### config.mk
export PLATFORM = sky130hd
export DESIGN_NAME = bresenham_line_pixel_generator_unit
export DESIGN_NICKNAME = d
export VERILOG_FILES = /design/src/rtl/blpg_pkg.sv /design/src/rtl/bresenham_line_pixel_generator_unit.sv /design/src/rtl/blpg_front.sv /design/src/rtl/blpg_queue.sv /design/src/rtl/blpg_back.sv
export SDC_FILE = /design/constraint.sdc
export NUM_CORES = 1
export LEC_CHECK = 0
export ABC_AREA = 1
export BUFFER_PORTS_ARGS = -buffer_cell sky130_fd_sc_hd__buf_2
export CAP_MARGIN = 10
export CORE_MARGIN = 5
export CORE_UTILIZATION = 55
export CTS_CLUSTER_DIAMETER = 200
export DETAILED_ROUTE_END_ITERATION = 8
export GPL_TIMING_DRIVEN = 0
export HOLD_SLACK_MARGIN = 0.1
export PLACE_DENSITY = 0.74
export SETUP_SLACK_MARGIN = 0.5
export SLEW_MARGIN = 25
export SYNTH_ARGS = -nofsm -noshare
export SYNTH_HDL_FRONTEND = slang
export SYNTH_SLANG_ARGS = --single-unit
### constraint.sdc
create_clock -name clock -period 14.65 [get_ports clock]
set_input_delay 3.6625 -clock clock [delete_from_list [all_inputs] [get_ports clock]]
set_output_delay 3.6625 -clock clock [all_outputs]
set_load 0.02 [all_outputs]
### src/rtl/blpg_pkg.sv
// shared types and constants of the bresenham line pixel generator
`default_nettype none
package blpg_pkg;

   localparam int COORD_BITS     = 12;
   localparam int FRAME_BITS     = 12;
   localparam int COLOR_BITS     = 24;
   localparam int CSR_DATA_BITS  = 32;
   localparam int CSR_ADDR_BITS  = 3;
   localparam int ERR_BITS       = COORD_BITS + 3;
   localparam int INCS_BITS      = COORD_BITS + 2;
   localparam int CMP_BITS       = (COORD_BITS > FRAME_BITS) ? COORD_BITS : FRAME_BITS;
   localparam int QUEUE_DEPTH    = 2;
   localparam int QUEUE_PTR_BITS = (QUEUE_DEPTH > 1) ? $clog2(QUEUE_DEPTH) : 1;
   localparam int QUEUE_CNT_BITS = $clog2(QUEUE_DEPTH + 1);

   localparam logic [FRAME_BITS-1:0] FRAME_WIDTH_RESET  = FRAME_BITS'(640);
   localparam logic [FRAME_BITS-1:0] FRAME_HEIGHT_RESET = FRAME_BITS'(480);

   // byte address bit that selects the register
   localparam int CSR_INDEX_BIT = 2;

   localparam logic CMD_NEW_LINE = 1'b0;
   localparam logic CMD_STEP     = 1'b1;

   typedef enum logic [0:0] {
      REG_FRAME_WIDTH  = 1'b0,
      REG_FRAME_HEIGHT = 1'b1
   } reg_index_type;

   typedef struct packed {
      logic [FRAME_BITS-1:0] width;
      logic [FRAME_BITS-1:0] height;
   } frame_cfg_type;

   // classified item handed from the front to the back
   typedef struct packed {
      logic                         is_line;
      logic                         steep;
      logic                         minor_down;
      logic signed [COORD_BITS-1:0] start_x;
      logic signed [COORD_BITS-1:0] start_y;
      logic signed [COORD_BITS-1:0] end_major;
      logic        [COORD_BITS-1:0] dmaj;
      logic        [COORD_BITS-1:0] dmin;
      logic        [COLOR_BITS-1:0] color;
   } line_cmd_type;

endpackage
`default_nettype wire

### src/rtl/bresenham_line_pixel_generator_unit.sv
// top level of the bresenham line pixel generator: csr block, front, queue and back
// a request passes the front register, the queue and the result register in turn
// throughput: one item per cycle while the result is not stalled, set by the single
//   error-term add and major-axis compare in the back stage; a step with no line in progress gives no result
// reset: synchronous, active high; clears the queue, line state and result valid,
//   and loads frame width 640 and frame height 480
`default_nettype none
module bresenham_line_pixel_generator_unit (
   input  wire logic                                    clock,
   input  wire logic                                    reset,
   input  wire logic                                    req_valid,
   output logic                                         req_ready,
   input  wire logic                                    req_cmd,
   input  wire logic signed [blpg_pkg::COORD_BITS-1:0]  req_start_x,
   input  wire logic signed [blpg_pkg::COORD_BITS-1:0]  req_start_y,
   input  wire logic signed [blpg_pkg::COORD_BITS-1:0]  req_end_x,
   input  wire logic signed [blpg_pkg::COORD_BITS-1:0]  req_end_y,
   input  wire logic        [blpg_pkg::COLOR_BITS-1:0]  req_color,
   output logic                                         rsp_valid,
   input  wire logic                                    rsp_ready,
   output logic signed [blpg_pkg::COORD_BITS-1:0]       rsp_pix_x,
   output logic signed [blpg_pkg::COORD_BITS-1:0]       rsp_pix_y,
   output logic        [blpg_pkg::COLOR_BITS-1:0]       rsp_pix_color,
   output logic                                         rsp_write_enable,
   output logic                                         rsp_last_pixel,
   input  wire logic                                    csr_psel,
   input  wire logic                                    csr_penable,
   input  wire logic                                    csr_pwrite,
   input  wire logic [blpg_pkg::CSR_ADDR_BITS-1:0]      csr_paddr,
   input  wire logic [blpg_pkg::CSR_DATA_BITS-1:0]      csr_pwdata,
   output logic [blpg_pkg::CSR_DATA_BITS-1:0]           csr_prdata,
   output logic                                         csr_pready
);

   localparam int FB = blpg_pkg::FRAME_BITS;

   logic [FB-1:0]           frame_width_ff, frame_width_in;
   logic [FB-1:0]           frame_height_ff, frame_height_in;
   logic                    csr_write;
   blpg_pkg::reg_index_type csr_index;
   blpg_pkg::frame_cfg_type frame_cfg;

   logic                   push_valid;
   logic                   push_ready;
   blpg_pkg::line_cmd_type push_cmd;
   logic                   pop_valid;
   logic                   pop_ready;
   blpg_pkg::line_cmd_type pop_cmd;

   assign csr_pready = 1'b1;
   assign csr_write  = csr_psel && csr_penable && csr_pwrite && csr_pready;
   assign csr_index  = blpg_pkg::reg_index_type'(csr_paddr[blpg_pkg::CSR_INDEX_BIT]);

   always_comb begin
      frame_width_in  = frame_width_ff;
      frame_height_in = frame_height_ff;
      if (csr_write) begin
         case (csr_index)
            blpg_pkg::REG_FRAME_WIDTH: begin
               frame_width_in = csr_pwdata[FB-1:0];
            end
            blpg_pkg::REG_FRAME_HEIGHT: begin
               frame_height_in = csr_pwdata[FB-1:0];
            end
            default: begin
               frame_width_in = frame_width_ff;
            end
         endcase
      end
      case (csr_index)
         blpg_pkg::REG_FRAME_WIDTH: begin
            csr_prdata = blpg_pkg::CSR_DATA_BITS'(frame_width_ff);
         end
         blpg_pkg::REG_FRAME_HEIGHT: begin
            csr_prdata = blpg_pkg::CSR_DATA_BITS'(frame_height_ff);
         end
         default: begin
            csr_prdata = '0;
         end
      endcase
   end

   always_ff @(posedge clock) begin
      if (reset) begin
         frame_width_ff  <= blpg_pkg::FRAME_WIDTH_RESET;
         frame_height_ff <= blpg_pkg::FRAME_HEIGHT_RESET;
      end else begin
         frame_width_ff  <= frame_width_in;
         frame_height_ff <= frame_height_in;
      end
   end

   assign frame_cfg.width  = frame_width_ff;
   assign frame_cfg.height = frame_height_ff;

   blpg_front u_front (
      .clock       (clock),
      .reset       (reset),
      .req_valid   (req_valid),
      .req_ready   (req_ready),
      .req_cmd     (req_cmd),
      .req_start_x (req_start_x),
      .req_start_y (req_start_y),
      .req_end_x   (req_end_x),
      .req_end_y   (req_end_y),
      .req_color   (req_color),
      .push_valid  (push_valid),
      .push_ready  (push_ready),
      .push_cmd    (push_cmd)
   );

   blpg_queue u_queue (
      .clock      (clock),
      .reset      (reset),
      .push_valid (push_valid),
      .push_ready (push_ready),
      .push_cmd   (push_cmd),
      .pop_valid  (pop_valid),
      .pop_ready  (pop_ready),
      .pop_cmd    (pop_cmd)
   );

   blpg_back u_back (
      .clock            (clock),
      .reset            (reset),
      .pop_valid        (pop_valid),
      .pop_ready        (pop_ready),
      .pop_cmd          (pop_cmd),
      .frame_cfg        (frame_cfg),
      .rsp_valid        (rsp_valid),
      .rsp_ready        (rsp_ready),
      .rsp_pix_x        (rsp_pix_x),
      .rsp_pix_y        (rsp_pix_y),
      .rsp_pix_color    (rsp_pix_color),
      .rsp_write_enable (rsp_write_enable),
      .rsp_last_pixel   (rsp_last_pixel)
   );

endmodule
`default_nettype wire

### src/rtl/blpg_front.sv
// front stage: takes items, computes deltas, octant group and endpoint order
`default_nettype none
module blpg_front (
   input  wire logic                                 clock,
   input  wire logic                                 reset,
   input  wire logic                                 req_valid,
   output logic                                      req_ready,
   input  wire logic                                 req_cmd,
   input  wire logic signed [blpg_pkg::COORD_BITS-1:0] req_start_x,
   input  wire logic signed [blpg_pkg::COORD_BITS-1:0] req_start_y,
   input  wire logic signed [blpg_pkg::COORD_BITS-1:0] req_end_x,
   input  wire logic signed [blpg_pkg::COORD_BITS-1:0] req_end_y,
   input  wire logic        [blpg_pkg::COLOR_BITS-1:0] req_color,
   output logic                                      push_valid,
   input  wire logic                                 push_ready,
   output blpg_pkg::line_cmd_type                    push_cmd
);

   localparam int C = blpg_pkg::COORD_BITS;

   logic                   stage_valid_ff;
   logic                   stage_valid_in;
   blpg_pkg::line_cmd_type stage_cmd_ff;
   blpg_pkg::line_cmd_type stage_cmd_in;

   logic signed [C:0] dxp;
   logic signed [C:0] dyp;
   logic        [C:0] dx_abs;
   logic        [C:0] dy_abs;
   logic [C-1:0]      dx;
   logic [C-1:0]      dy;
   logic              x_neg;
   logic              x_pos;
   logic              y_neg;
   logic              y_pos;
   logic              steep;
   logic              swap;
   logic              accept;

   assign req_ready = !stage_valid_ff || push_ready;
   assign accept    = req_valid && req_ready;

   always_comb begin
      dxp    = {req_end_x[C-1], req_end_x} - {req_start_x[C-1], req_start_x};
      dyp    = {req_end_y[C-1], req_end_y} - {req_start_y[C-1], req_start_y};
      dx_abs = dxp[C] ? $unsigned(-dxp) : $unsigned(dxp);
      dy_abs = dyp[C] ? $unsigned(-dyp) : $unsigned(dyp);
      dx     = dx_abs[C-1:0];
      dy     = dy_abs[C-1:0];
      x_neg  = dxp[C];
      x_pos  = !dxp[C] && (dxp != '0);
      y_neg  = dyp[C];
      y_pos  = !dyp[C] && (dyp != '0);
      steep  = dy > dx;

      stage_cmd_in         = stage_cmd_ff;
      stage_cmd_in.is_line = (req_cmd == blpg_pkg::CMD_NEW_LINE);
      stage_cmd_in.steep   = steep;
      stage_cmd_in.color   = req_color;
      if (steep) begin
         // walk upward in y
         swap                    = y_neg;
         stage_cmd_in.minor_down = swap ? x_pos : x_neg;
         stage_cmd_in.end_major  = swap ? req_start_y : req_end_y;
         stage_cmd_in.dmaj       = dy;
         stage_cmd_in.dmin       = dx;
      end else begin
         swap                    = x_neg;
         stage_cmd_in.minor_down = swap ? y_pos : y_neg;
         stage_cmd_in.end_major  = swap ? req_start_x : req_end_x;
         stage_cmd_in.dmaj       = dx;
         stage_cmd_in.dmin       = dy;
      end
      stage_cmd_in.start_x = swap ? req_end_x : req_start_x;
      stage_cmd_in.start_y = swap ? req_end_y : req_start_y;

      stage_valid_in = req_ready ? req_valid : stage_valid_ff;
   end

   always_ff @(posedge clock) begin
      if (reset) begin
         stage_valid_ff <= 1'b0;
      end else begin
         stage_valid_ff <= stage_valid_in;
      end
      if (accept) begin
         stage_cmd_ff <= stage_cmd_in;
      end
   end

   assign push_valid = stage_valid_ff;
   assign push_cmd   = stage_cmd_ff;

endmodule
`default_nettype wire

### src/rtl/blpg_queue.sv
// short queue of classified items between front and back
`default_nettype none
module blpg_queue (
   input  wire logic                   clock,
   input  wire logic                   reset,
   input  wire logic                   push_valid,
   output logic                        push_ready,
   input  wire blpg_pkg::line_cmd_type push_cmd,
   output logic                        pop_valid,
   input  wire logic                   pop_ready,
   output blpg_pkg::line_cmd_type      pop_cmd
);

   localparam int PB = blpg_pkg::QUEUE_PTR_BITS;
   localparam int CB = blpg_pkg::QUEUE_CNT_BITS;

   blpg_pkg::line_cmd_type entry_ff [blpg_pkg::QUEUE_DEPTH];
   logic [PB-1:0] wr_ptr_ff;
   logic [PB-1:0] wr_ptr_in;
   logic [PB-1:0] rd_ptr_ff;
   logic [PB-1:0] rd_ptr_in;
   logic [CB-1:0] count_ff;
   logic [CB-1:0] count_in;
   logic          push;
   logic          pop;

   assign push_ready = (count_ff != CB'(blpg_pkg::QUEUE_DEPTH));
   assign pop_valid  = (count_ff != '0);
   assign push       = push_valid && push_ready;
   assign pop        = pop_valid && pop_ready;
   assign pop_cmd    = entry_ff[rd_ptr_ff];

   always_comb begin
      wr_ptr_in = wr_ptr_ff;
      rd_ptr_in = rd_ptr_ff;
      count_in  = count_ff;
      if (push) begin
         wr_ptr_in = (wr_ptr_ff == PB'(blpg_pkg::QUEUE_DEPTH - 1)) ? '0 : wr_ptr_ff + 1'b1;
      end
      if (pop) begin
         rd_ptr_in = (rd_ptr_ff == PB'(blpg_pkg::QUEUE_DEPTH - 1)) ? '0 : rd_ptr_ff + 1'b1;
      end
      if (push && !pop) begin
         count_in = count_ff + 1'b1;
      end else if (pop && !push) begin
         count_in = count_ff - 1'b1;
      end
   end

   always_ff @(posedge clock) begin
      if (reset) begin
         wr_ptr_ff <= '0;
         rd_ptr_ff <= '0;
         count_ff  <= '0;
      end else begin
         wr_ptr_ff <= wr_ptr_in;
         rd_ptr_ff <= rd_ptr_in;
         count_ff  <= count_in;
      end
      if (push) begin
         entry_ff[wr_ptr_ff] <= push_cmd;
      end
   end

endmodule
`default_nettype wire

### src/rtl/blpg_back.sv
// back stage: line state, error term stepping, frame check and result register
`default_nettype none
module blpg_back (
   input  wire logic                                 clock,
   input  wire logic                                 reset,
   input  wire logic                                 pop_valid,
   output logic                                      pop_ready,
   input  wire blpg_pkg::line_cmd_type               pop_cmd,
   input  wire blpg_pkg::frame_cfg_type              frame_cfg,
   output logic                                      rsp_valid,
   input  wire logic                                 rsp_ready,
   output logic signed [blpg_pkg::COORD_BITS-1:0]    rsp_pix_x,
   output logic signed [blpg_pkg::COORD_BITS-1:0]    rsp_pix_y,
   output logic        [blpg_pkg::COLOR_BITS-1:0]    rsp_pix_color,
   output logic                                      rsp_write_enable,
   output logic                                      rsp_last_pixel
);

   localparam int C  = blpg_pkg::COORD_BITS;
   localparam int E  = blpg_pkg::ERR_BITS;
   localparam int S  = blpg_pkg::INCS_BITS;
   localparam int CM = blpg_pkg::CMP_BITS;

   // line state
   logic signed [C-1:0] cur_x_ff, cur_x_in;
   logic signed [C-1:0] cur_y_ff, cur_y_in;
   logic signed [C-1:0] end_major_ff, end_major_in;
   logic signed [E-1:0] err_ff, err_in;
   logic        [S-1:0] inc_s_ff, inc_s_in;
   logic signed [E-1:0] inc_d_ff, inc_d_in;
   logic                steep_ff, steep_in;
   logic                minor_down_ff, minor_down_in;
   logic                active_ff, active_in;
   logic [blpg_pkg::COLOR_BITS-1:0] color_ff, color_in;

   // result register
   logic                rsp_valid_ff, rsp_valid_in;
   logic signed [C-1:0] pix_x_ff;
   logic signed [C-1:0] pix_y_ff;
   logic [blpg_pkg::COLOR_BITS-1:0] pix_color_ff;
   logic                we_ff;
   logic                last_ff;

   logic                out_free;
   logic                emits;
   logic                take;
   logic                fire;
   logic                diag;
   logic signed [C-1:0] major_cur;
   logic signed [C-1:0] minor_cur;
   logic signed [C-1:0] major_nx;
   logic signed [C-1:0] minor_nx;
   logic signed [C-1:0] nx;
   logic signed [C-1:0] ny;
   logic                last_w;
   logic                in_x;
   logic                in_y;
   logic signed [E-1:0] dmin2;
   logic signed [E-1:0] dmaj1;
   logic signed [E-1:0] dmaj2;

   assign out_free  = !rsp_valid_ff || rsp_ready;
   assign emits     = pop_cmd.is_line || active_ff;
   // a step with no line in progress drains without a result
   assign pop_ready = out_free || !emits;
   assign take      = pop_valid && pop_ready;
   assign fire      = take && emits;

   always_comb begin
      cur_x_in      = cur_x_ff;
      cur_y_in      = cur_y_ff;
      end_major_in  = end_major_ff;
      err_in        = err_ff;
      inc_s_in      = inc_s_ff;
      inc_d_in      = inc_d_ff;
      steep_in      = steep_ff;
      minor_down_in = minor_down_ff;
      active_in     = active_ff;
      color_in      = color_ff;

      dmin2 = {2'b00, pop_cmd.dmin, 1'b0};
      dmaj1 = {3'b000, pop_cmd.dmaj};
      dmaj2 = {2'b00, pop_cmd.dmaj, 1'b0};

      diag      = !err_ff[E-1] && (err_ff != '0);
      major_cur = steep_ff ? cur_y_ff : cur_x_ff;
      minor_cur = steep_ff ? cur_x_ff : cur_y_ff;
      major_nx  = major_cur + C'(1);
      if (!diag) begin
         minor_nx = minor_cur;
      end else if (minor_down_ff) begin
         minor_nx = minor_cur - C'(1);
      end else begin
         minor_nx = minor_cur + C'(1);
      end

      if (pop_cmd.is_line) begin
         nx     = pop_cmd.start_x;
         ny     = pop_cmd.start_y;
         last_w = (pop_cmd.dmaj == '0);
      end else begin
         nx     = steep_ff ? minor_nx : major_nx;
         ny     = steep_ff ? major_nx : minor_nx;
         last_w = (major_nx >= end_major_ff);
      end

      if (take && pop_cmd.is_line) begin
         cur_x_in      = pop_cmd.start_x;
         cur_y_in      = pop_cmd.start_y;
         end_major_in  = pop_cmd.end_major;
         err_in        = dmin2 - dmaj1;
         inc_s_in      = {1'b0, pop_cmd.dmin, 1'b0};
         inc_d_in      = dmin2 - dmaj2;
         steep_in      = pop_cmd.steep;
         minor_down_in = pop_cmd.minor_down;
         active_in     = !last_w;
         color_in      = pop_cmd.color;
      end else if (take && active_ff) begin
         cur_x_in  = nx;
         cur_y_in  = ny;
         err_in    = err_ff + (diag ? inc_d_ff : $signed({1'b0, inc_s_ff}));
         active_in = !last_w;
      end

      // frame check accepts coordinate 0
      in_x = !nx[C-1] && (CM'($unsigned(nx)) < CM'(frame_cfg.width));
      in_y = !ny[C-1] && (CM'($unsigned(ny)) < CM'(frame_cfg.height));

      if (fire) begin
         rsp_valid_in = 1'b1;
      end else if (rsp_ready) begin
         rsp_valid_in = 1'b0;
      end else begin
         rsp_valid_in = rsp_valid_ff;
      end
   end

   always_ff @(posedge clock) begin
      if (reset) begin
         cur_x_ff      <= '0;
         cur_y_ff      <= '0;
         end_major_ff  <= '0;
         err_ff        <= '0;
         inc_s_ff      <= '0;
         inc_d_ff      <= '0;
         steep_ff      <= 1'b0;
         minor_down_ff <= 1'b0;
         active_ff     <= 1'b0;
         color_ff      <= '0;
         rsp_valid_ff  <= 1'b0;
      end else begin
         cur_x_ff      <= cur_x_in;
         cur_y_ff      <= cur_y_in;
         end_major_ff  <= end_major_in;
         err_ff        <= err_in;
         inc_s_ff      <= inc_s_in;
         inc_d_ff      <= inc_d_in;
         steep_ff      <= steep_in;
         minor_down_ff <= minor_down_in;
         active_ff     <= active_in;
         color_ff      <= color_in;
         rsp_valid_ff  <= rsp_valid_in;
      end
      if (fire) begin
         pix_x_ff     <= nx;
         pix_y_ff     <= ny;
         pix_color_ff <= pop_cmd.is_line ? pop_cmd.color : color_ff;
         we_ff        <= in_x && in_y;
         last_ff      <= last_w;
      end
   end

   assign rsp_valid        = rsp_valid_ff;
   assign rsp_pix_x        = pix_x_ff;
   assign rsp_pix_y        = pix_y_ff;
   assign rsp_pix_color    = pix_color_ff;
   assign rsp_write_enable = we_ff;
   assign rsp_last_pixel   = last_ff;

endmodule
`default_nettype wire

======== After elaboration in Yosys (flattened, before gate mapping) ========
Memory sizes are Yosys's and may differ from the RTL's. A register that Yosys moved wholly into a read port is not among the register bits.
Cells that the tools add are included.
storage, ports and cells
  logic and storage cells ................. 135
  memory bits (read-only) ................. 0
  output and inout port bits .............. 85
  memories ................................ 1
  register bits after elaboration ......... 272
  RAM bits ................................ 174
  input bits .............................. 115
  bits in latches ......................... 0
cells by class
  reductions and logical operators ........ 41
  equality and inequality tests ........... 1
  shift-type cells ........................ 0
  add/sub/neg operators ................... 14
  magnitude comparators ................... 4
  divide/modulo/power cells ............... 0
  mux-type cells .......................... 41
  $mul .................................... 0
  bitwise logic cells ..................... 2
memory list
  memory            depth  width  read ports  clocked after memory_dff  wr ports  RTL line          source
  u_queue.entry_ff  2      87     1           1                         1         blpg_queue.sv:17  blpg_pkg::line_cmd_type entry_ff [blpg_pkg::QUEUE_DEPTH];
operator list
  kind                   number
  $mux 12                18
  $pmux 32 s2            1
  $mux 15                3
  $mux 36                1
  $reduce_bool 13->1     2
  $sub 12x12->13         2
  $add 12x2->12 const B  2
  $lt 12x12->1           2
  $mux 24                1
  $neg 12->12            2
  $logic_and 1x1->1      16
  $add 15x15->15         1
  $mux 1                 15
  $reduce_bool 15->1     1
  $sub 13x12->14         1
  $sub 13x13->14         1
  $ge 12x12->1           1
  $gt 12x12->1           1
  $logic_not 12->1       1
  $sub 12x2->12 const B  1
  $logic_not 1->1        11
  $reduce_bool 2->1      4
  $logic_or 1x1->1       4
  $mux 2                 2
  6 further kinds        9

======== Longest topological paths before layout ========
Gate-level depths: netlist (run 1).
  word-level depth ........................ 9
  depth in mapped cells ................... 33
  mapped depth without buffers ............ 30

======== Modules after synthesis ========
A second synthesis (run 1) with hierarchy kept.
unflattened totals
  cell total of the unflattened synthesis .. 2,663
  area, all modules ....................... 23,994.3 µm²
modules (own cells, without submodules)
  module                               area each (µm²)  seq. area each (µm²)  times used  cells each
  blpg_back                            9,965.8          3,583.4               1           1,381
  blpg_queue                           6,637.6          5,325.1               1           308
  blpg_front                           6,110.9          2,632.5               1           770
  bresenham_line_pixel_generator_unit  1,280.0          480.5                 1           204

======== Least setup slack after synthesis (run 1) ========
No wires, ideal clock.
  path kind ............................... input to output
  from .................................... input csr_paddr[2] (netlist bit)
  to ...................................... output csr_prdata[10] (netlist bit)
  arrival ................................. 4.327 ns
  stages .................................. 2
  path buffers ............................ 1
  setup slack ............................. 6.661 ns
  required time ........................... 10.988 ns
  cell sequence ........................... clkbuf_1 > o21ai_0
between the ends
  word-level cells in the longest chain between the ends .. 2
RTL lines
  element                     RTL line                                   source
  start: declaration          bresenham_line_pixel_generator_unit.sv:29  input wire logic [blpg_pkg::CSR_ADDR_BITS-1:0] csr_paddr,
  $not 1->1 (no source line)  n/a
  $pmux 32 s2 (*)             bresenham_line_pixel_generator_unit.sv:70  case (csr_index)
  end: declaration            bresenham_line_pixel_generator_unit.sv:31  output logic [blpg_pkg::CSR_DATA_BITS-1:0] csr_prdata,
Every way passes the cells marked *; elsewhere a longest branch is shown, timed or not. The select of a mux whose other input is x is not followed.

======== Worst setup path after layout (run 1) ========
Ends and elaborated chain as after synthesis.

==> flow_metrics.tcl, run 1 <==
set metrics [dict create \
    cap_violations 0 \
    start_util 0.555 \
    drt-initial-drc-count 1888 \
    hold_buffers 0 \
    h-tree-depth 2 \
    combPwrFrac 0.489 \
    overflow 0 \
    syn_inst 2586 \
    clkPwrFrac 0.185 \
    worstHoldPathType "reg -> reg" \
    clock_skew_ns 0.0176 \
    drc 0 \
    clkSlewWorstSetupHoldPaths_ns 0.06 \
    setup_violations 0 \
    syn_area_um2 23200 \
    die_height_um 215 \
    cp.arrival_ns 4.66 \
    p_per_area_nw_per_um2 228 \
    routed_wl_mm 63.1 \
    die_width_um 215 \
    antenna_found_initial 0 \
    power.switching_uw 2650 \
    grt_pass1_vias 18100 \
    synthToLayoutAreaGrowth_pct 13.8 \
    gp_congestion 0.991 \
    fin_nets 3057 \
    swShare 0.440 \
    critPathMaxStageDelay_ns 0.43 \
    avgViaCountPerCell 5.51 \
    cts_setup_buffers 0 \
    outcome "finished clean" \
    ys_ff_latch 445 \
    tns_ns 0 \
    endpoint_kind "output pin" \
    finalPower_uw 6020 \
    power_leakage_uw 0.0115 \
    cts_tree "built" \
    crit_type "in -> out" \
    ys.flop_type "edfxtp_1" \
    boundaryPins 200 \
    ant_nets 0 \
    hpwl_mm 49.3 \
    drv_slew 0 \
    root_buffer "clkbuf_16" \
    ys_warn_count 0 \
    p_int_uw 3370 \
    clkLatencyLatePin_ns 0.57 \
    route.detailed.wl_per_inst_um 18.6 \
    crit_chain "buf_2, clkbuf_1, nand2_1, o21ai_0, buf_2" \
    grt_pass1_wl_mm 98.6 \
    fin_crit_ns 8.32 \
    async_reset_ff_frac 0 \
    drtPass1Iterations 5 \
    rows 75 \
    fp.dieArea_um2 46400 \
    cts.sinks 445 \
    ys_seq_area_frac 0.518 \
    grt_max_degree 60 \
    io_buffer_count 155 \
    fmax_mhz 120 \
    grt_usage 0.267 \
    crit_path_frequent_cell "buf_2" \
    ir_drop_v 0.000123 \
    clock_path_buffers 3 \
    n_antenna_cell 0 \
    relSlewSlack 0.446 \
    seqPwrFrac 0.326 \
    rsz0062_at_grt "no" \
    fin_crit_sh 0.568 \
    num_vias 18700 \
    worstPathMaxFanout 10 \
    cp_slowest_cell "clkbuf_1" \
    hold_violations 0 \
    synth_edf_count 311 \
    tightest_slew_ns 0.822 \
    cts_inserted_buffers 45 \
    avgSynthCellArea_um2 8.98 \
    start_kind "primary input" \
    cts-resized-gates 0 \
    core-area_um2 41900 \
    crit_required_ns 10.99 \
    synth.distinct_cells 60 \
    drive_above_1_share 0.134 \
]
-- per-layer routing --
| metal | up-vias | wire, µm | GRT usage |
|---|---|---|---|
| met2 | 692 | 29100 | 0.438 |
| met5 | - | 0 | 0 |
| met1 | 8709 | 27900 | 0.370 |
| met4 | 0 | 1870 | 0.0828 |
| met3 | 99 | 4300 | 0.0399 |
| li1 | 9169 | - | - |
-- synth_stat cells, drive strengths merged, types with 17 or more instances --
cell | n | area, µm²
nor2 | 109 | 443
edfxtp | 311 | 9340
dfxtp | 134 | 2680
a31oi | 23 | 144
xnor2 | 17 | 149
nand4 | 20 | 125
a21oi | 200 | 1030
inv | 299 | 1130
o21ai | 338 | 1740
ha | 120 | 1500
nand2 | 651 | 2490
clkbuf | 46 | 176
nand3 | 103 | 531
xor2 | 35 | 363
buf | 78 | 515
-- power groups by stage --
stage | Clock, µW | Sequential [µW] | Combinational [µW]
floorplan | 0 | 2030 | 1920
detailed placement | 0 | 1980 | 2890
finish | 1110 | 1960 | 2940
global placement | 0 | 1980 | 2810
global route | 1180 | 2000 | 3280
CTS | 1130 | 1960 | 2900
-- critical path, delay by kind of cell --
| family | cells | cell delay, ns |
|---|---|---|
| AND/OR/NAND/NOR | 1 | 0.09 |
| AO/OA/AOI/OAI | 1 | 0.12 |
| buffers and inverters | 3 | 0.78 |
-- logic make-up after synthesis --
kind of cell,Yosys count,share of synthesized area
AND/OR/NAND/NOR,905,0.161
multiplexers,14,0.00604
buffers and inverters,424,0.0785
flip-flops,445,0.518
AO/OA/AOI/OAI,618,0.145
other,2,0.000323
XOR/XNOR,52,0.0220
adder cells (fa/ha/maj),126,0.0698
-- worst paths after layout --
check | to | cells after the start | from | slack (ns)
min | u_queue.entry_ff[1][72] | 0 | u_front.push_cmd[72] | 0.44
max reg2reg | u_back.rsp_write_enable | 25 | u_back.steep_ff | 9.85
max | csr_prdata[10] | 5 | csr_paddr[2] | 6.33
min reg2reg | u_queue.entry_ff[1][72] | 0 | u_front.push_cmd[72] | 0.44
-- through the flow --
stage	util	std cells	cell area, µm²	worst slack [ns]	hold WS, ns
after floorplan	-	2605	23300	6.66	0.421
after global routing	0.631	3391	26400	6.27	0.440
after detailed placement	0.597	3308	25000	6.33	0.430
after global placement	0.591	3299	24700	6.34	0.423
after CTS	0.631	3391	26400	6.32	0.441
final	0.631	3391	26400	6.33	0.436
-- flip-flops by register name, summed over array words and instances, names as in the netlist, 2 cells and up, named ones only --
name / count
u_queue.entry_ff: 174
u_front.push_cmd: 87
u_back.color_ff: 24
u_back.rsp_pix_color: 24
u_back.err_ff: 15
u_back.inc_d_ff: 13
frame_height_ff: 12
frame_width_ff: 12
u_back.cur_x_ff: 12
u_back.cur_y_ff: 12
u_back.end_major_ff: 12
u_back.inc_s_ff: 12
u_back.rsp_pix_x: 12
u_back.rsp_pix_y: 12
u_queue.count_ff: 2
-- cell type report --
type / count / area [µm²]
plain buffers: 124 / 692
fillers: 3455 / 15400
well taps: 539 / 674
repair buffers: 164 / 993
multi-input cells: 1736 / 9460
flip-flops and latches: 445 / 12000
clock buffers: 55 / 1200
clock inverters: 28 / 235
inverters: 300 / 1130
-- placed cells by master (no fill, tap or decap), drive strengths merged, types with 3 or more instances in the layout --
master / n
buf: 242
o22ai: 3
nand3: 103
inv: 303
nor3: 6
o21bai: 9
a211oi: 6
clkbuf: 101
clkinv: 21
fa: 6
dfxtp: 134
o2111ai: 3
edfxtp: 311
nand2: 651
o21a: 5
a31oi: 23
a21oi: 200
a31o: 3
a21o: 9
o21ai: 338
nand4: 20
or2: 10
ha: 120
nor2: 109
xor2: 35
nand3b: 5
conb: 21
xnor2: 17
o211ai: 11
mux2i: 14
(Power assumes the default switching activity.)
==> inputs of run 2 (changes only) <==
ABC_AREA = 0   (was 1)
PLACE_DENSITY = 0.77   (was 0.74)
clock period = 7.3 ns   (was 14.65 ns; I/O delays follow)
==> flow_metrics.tcl, run 2 <==
set metrics [dict create \
    outcome "finished clean" \
    synth_top_area_frac 0.406 \
    ys_seq_area_frac 0.522 \
    die_height_um 215 \
    clkSlewWorstSetupHoldPaths_ns 0.06 \
    synth.distinct_cells 94 \
    fin_crit_ns 6.45 \
    relSlewSlack 0.344 \
    min-delay-start "u_front.push_cmd[61]" \
    layout_common_cells "edfxtp_1, nor2_1, nand2_1" \
    rsz0062_at_grt "no" \
    fp.dieArea_um2 46100 \
    cp.arrival_ns 6.74 \
    drtPass1Iterations 5 \
    tightest_slew_ns 0.977 \
    cp_slowest_cell "fa_1" \
    clock_skew_ns 0.0274 \
    hpwl_mm 47.1 \
    critPathMaxStageDelay_ns 0.43 \
    setup_violations 0 \
    crit_required_ns 7.59 \
    drc 0 \
    cts_inserted_buffers 42 \
    core-area_um2 41700 \
    tns_ns 0 \
    ir_drop_v 0.000264 \
    syn_area_um2 23000 \
    fin_crit_sh 0.883 \
    async_reset_ff_frac 0 \
    cts.sinks 445 \
    min_to "u_queue.entry_ff[0][61]" \
    synth_most_common_cell "edfxtp_1" \
    power_leakage_uw 0.0102 \
    crit_type "in -> reg" \
    fmax_mhz 155 \
    root_buffer "clkbuf_16" \
    largest_reg_flops 174 \
    ys_ff_latch 445 \
    gp_congestion 1.04 \
    synth_edf_count 311 \
    timing.rr.start "u_back.steep_ff" \
    die_width_um 215 \
    critPathTopFamily "compound AO/OA/AOI/OAI gates" \
    start_util 0.553 \
    reg2reg_to "u_back.rsp_write_enable" \
    path_buf_inv 6 \
    r2r_setup_slack_ns 0.85 \
    holdPathStages 0 \
    ys_warn_count 0 \
    num_vias 17700 \
    start_kind "primary input" \
    worstPathMaxFanout 10 \
    grt_pass1_vias 17600 \
    boundaryPins 200 \
    clock_path_buffers 3 \
    fin_nets 2611 \
    yosys.area.top_type "edfxtp_1" \
    postLayoutCellArea_um2 26200 \
    synthTopCellsByCount "edfxtp_1, nor2_1, nand2_1" \
    post-place-cells 2860 \
    overflow 0 \
    ant_nets 0 \
    avgSynthCellArea_um2 10.8 \
    endpoint_kind "flop" \
    grt_usage 0.259 \
    routed_wl_mm 61.8 \
    multi_input_area_um2 10000 \
    rows 75 \
    hold_slack_ns 0.431 \
    drv_slew 0 \
    io_buffer_count 154 \
    avgViaCountPerCell 6.01 \
    syn_inst 2140 \
    cap_violations 0 \
    synth.area.top_cells "edfxtp_1, dfxtp_1, ha_1" \
    route.detailed.wl_per_inst_um 21.0 \
    top_register "u_queue.entry_ff" \
    crit_chain "buf_2, ha_1, fa_1, nand2b_1, a211oi_1, o21ai_2, o211ai_1, buf_4, nand2_1, clkbuf_1, a21oi_1, inv_1, ha_1, nor2b_1, o21a_1, o21a_1, o21ai_0, a31oi_4, mux2i_4, buf_12, buf_4, o21ai_0" \
    synthToLayoutAreaGrowth_pct 13.8 \
    final_cell_count_no_fill 2939 \
    drive_above_1_share 0.148 \
    p_per_area_nw_per_um2 426 \
    hold_violations 0 \
    utilization 0.629 \
    h-tree-depth 2 \
    final_common_cell "edfxtp_1" \
    grt_pass1_wl_mm 95.9 \
    regArea_um2 12000 \
    n_antenna_cell 0 \
    clkLatencyLatePin_ns 0.57 \
    drt-initial-drc-count 1743 \
    reg2reg_depth 25 \
    ys.flop_type "edfxtp_1" \
    place_area_um2 24800 \
    antenna_found_initial 0 \
    worstHoldPathType "reg -> reg" \
    nFillCells 3292 \
    grt_max_degree 60 \
    cts_tree "built" \
]
run 2: metrics by stage:
stage / worst slack, ns / power, µW
floorplan: 1.20 / 7290
global placement: 0.0524 / 8670
detailed placement: -0.0958 / 8880
CTS: 0.638 / 11100
global route: 0.559 / 11800
finish: 0.851 / 11200
run 2: cell type report:
| type | instances | area share |
|---|---|---|
| Buffer | 118 | 0.0244 |
| Sequential cell | 445 | 0.459 |
| Clock buffer | 51 | 0.0433 |
| Multi-Input combinational cell | 1484 | 0.383 |
| Tap cell | 539 | 0.0257 |
| Timing Repair Buffer | 167 | 0.0389 |
| Inverter | 112 | 0.0160 |
| Clock inverter | 23 | 0.00946 |
run 2: power breakdown:
group	switching (µW)	leakage, µW	internal, µW
Sequential	327	0.00401	3510
Clock	949	0.000681	1230
Combinational	3300	0.00553	1850
Total	4580	0.0102	6590
run 2: logic make-up after synthesis:
logic type	synth area share
simple gates	0.117
xor+xnor	0.0308
other cells	0.000326
flops	0.522
buf+inv	0.0458
fa+ha+maj	0.0704
mux	0.0699
compound gates	0.144
run 2: metal layers:
layer  up-vias  track usage  part of all wire
li1       8270            -                 -
met1      8462        0.344              0.41
met2       799        0.436              0.48
met3       144       0.0371             0.074
met4         0       0.0975             0.038
met5         -            0                 0
run 2: timing repair:
action	4_1_cts	5_1_grt
gates resized for setup	1	2
pin swaps	0	1
setup buffers	0	5
hold buffers	0	0
cloned	0	0
endpoints found under the hold margin	0	0
setup endpoints to repair	1	25
run 2: worst max path at each step:
stage / start / to / slack (ns) / cells past startpoint
finish: req_start_y[0] / u_front.push_cmd[73] / 0.85 / 22
global route: req_start_y[0] / u_front.push_cmd[76] / 0.56 / 22
CTS: req_start_y[0] / u_front.push_cmd[76] / 0.64 / 20
detailed placement: req_start_y[0] / u_front.push_cmd[49] / -0.1 / 20
global placement: req_end_y[0] / u_front.push_cmd[49] / 0.05 / 21
floorplan: req_end_y[0] / u_front.push_cmd[81] / 1.20 / 20
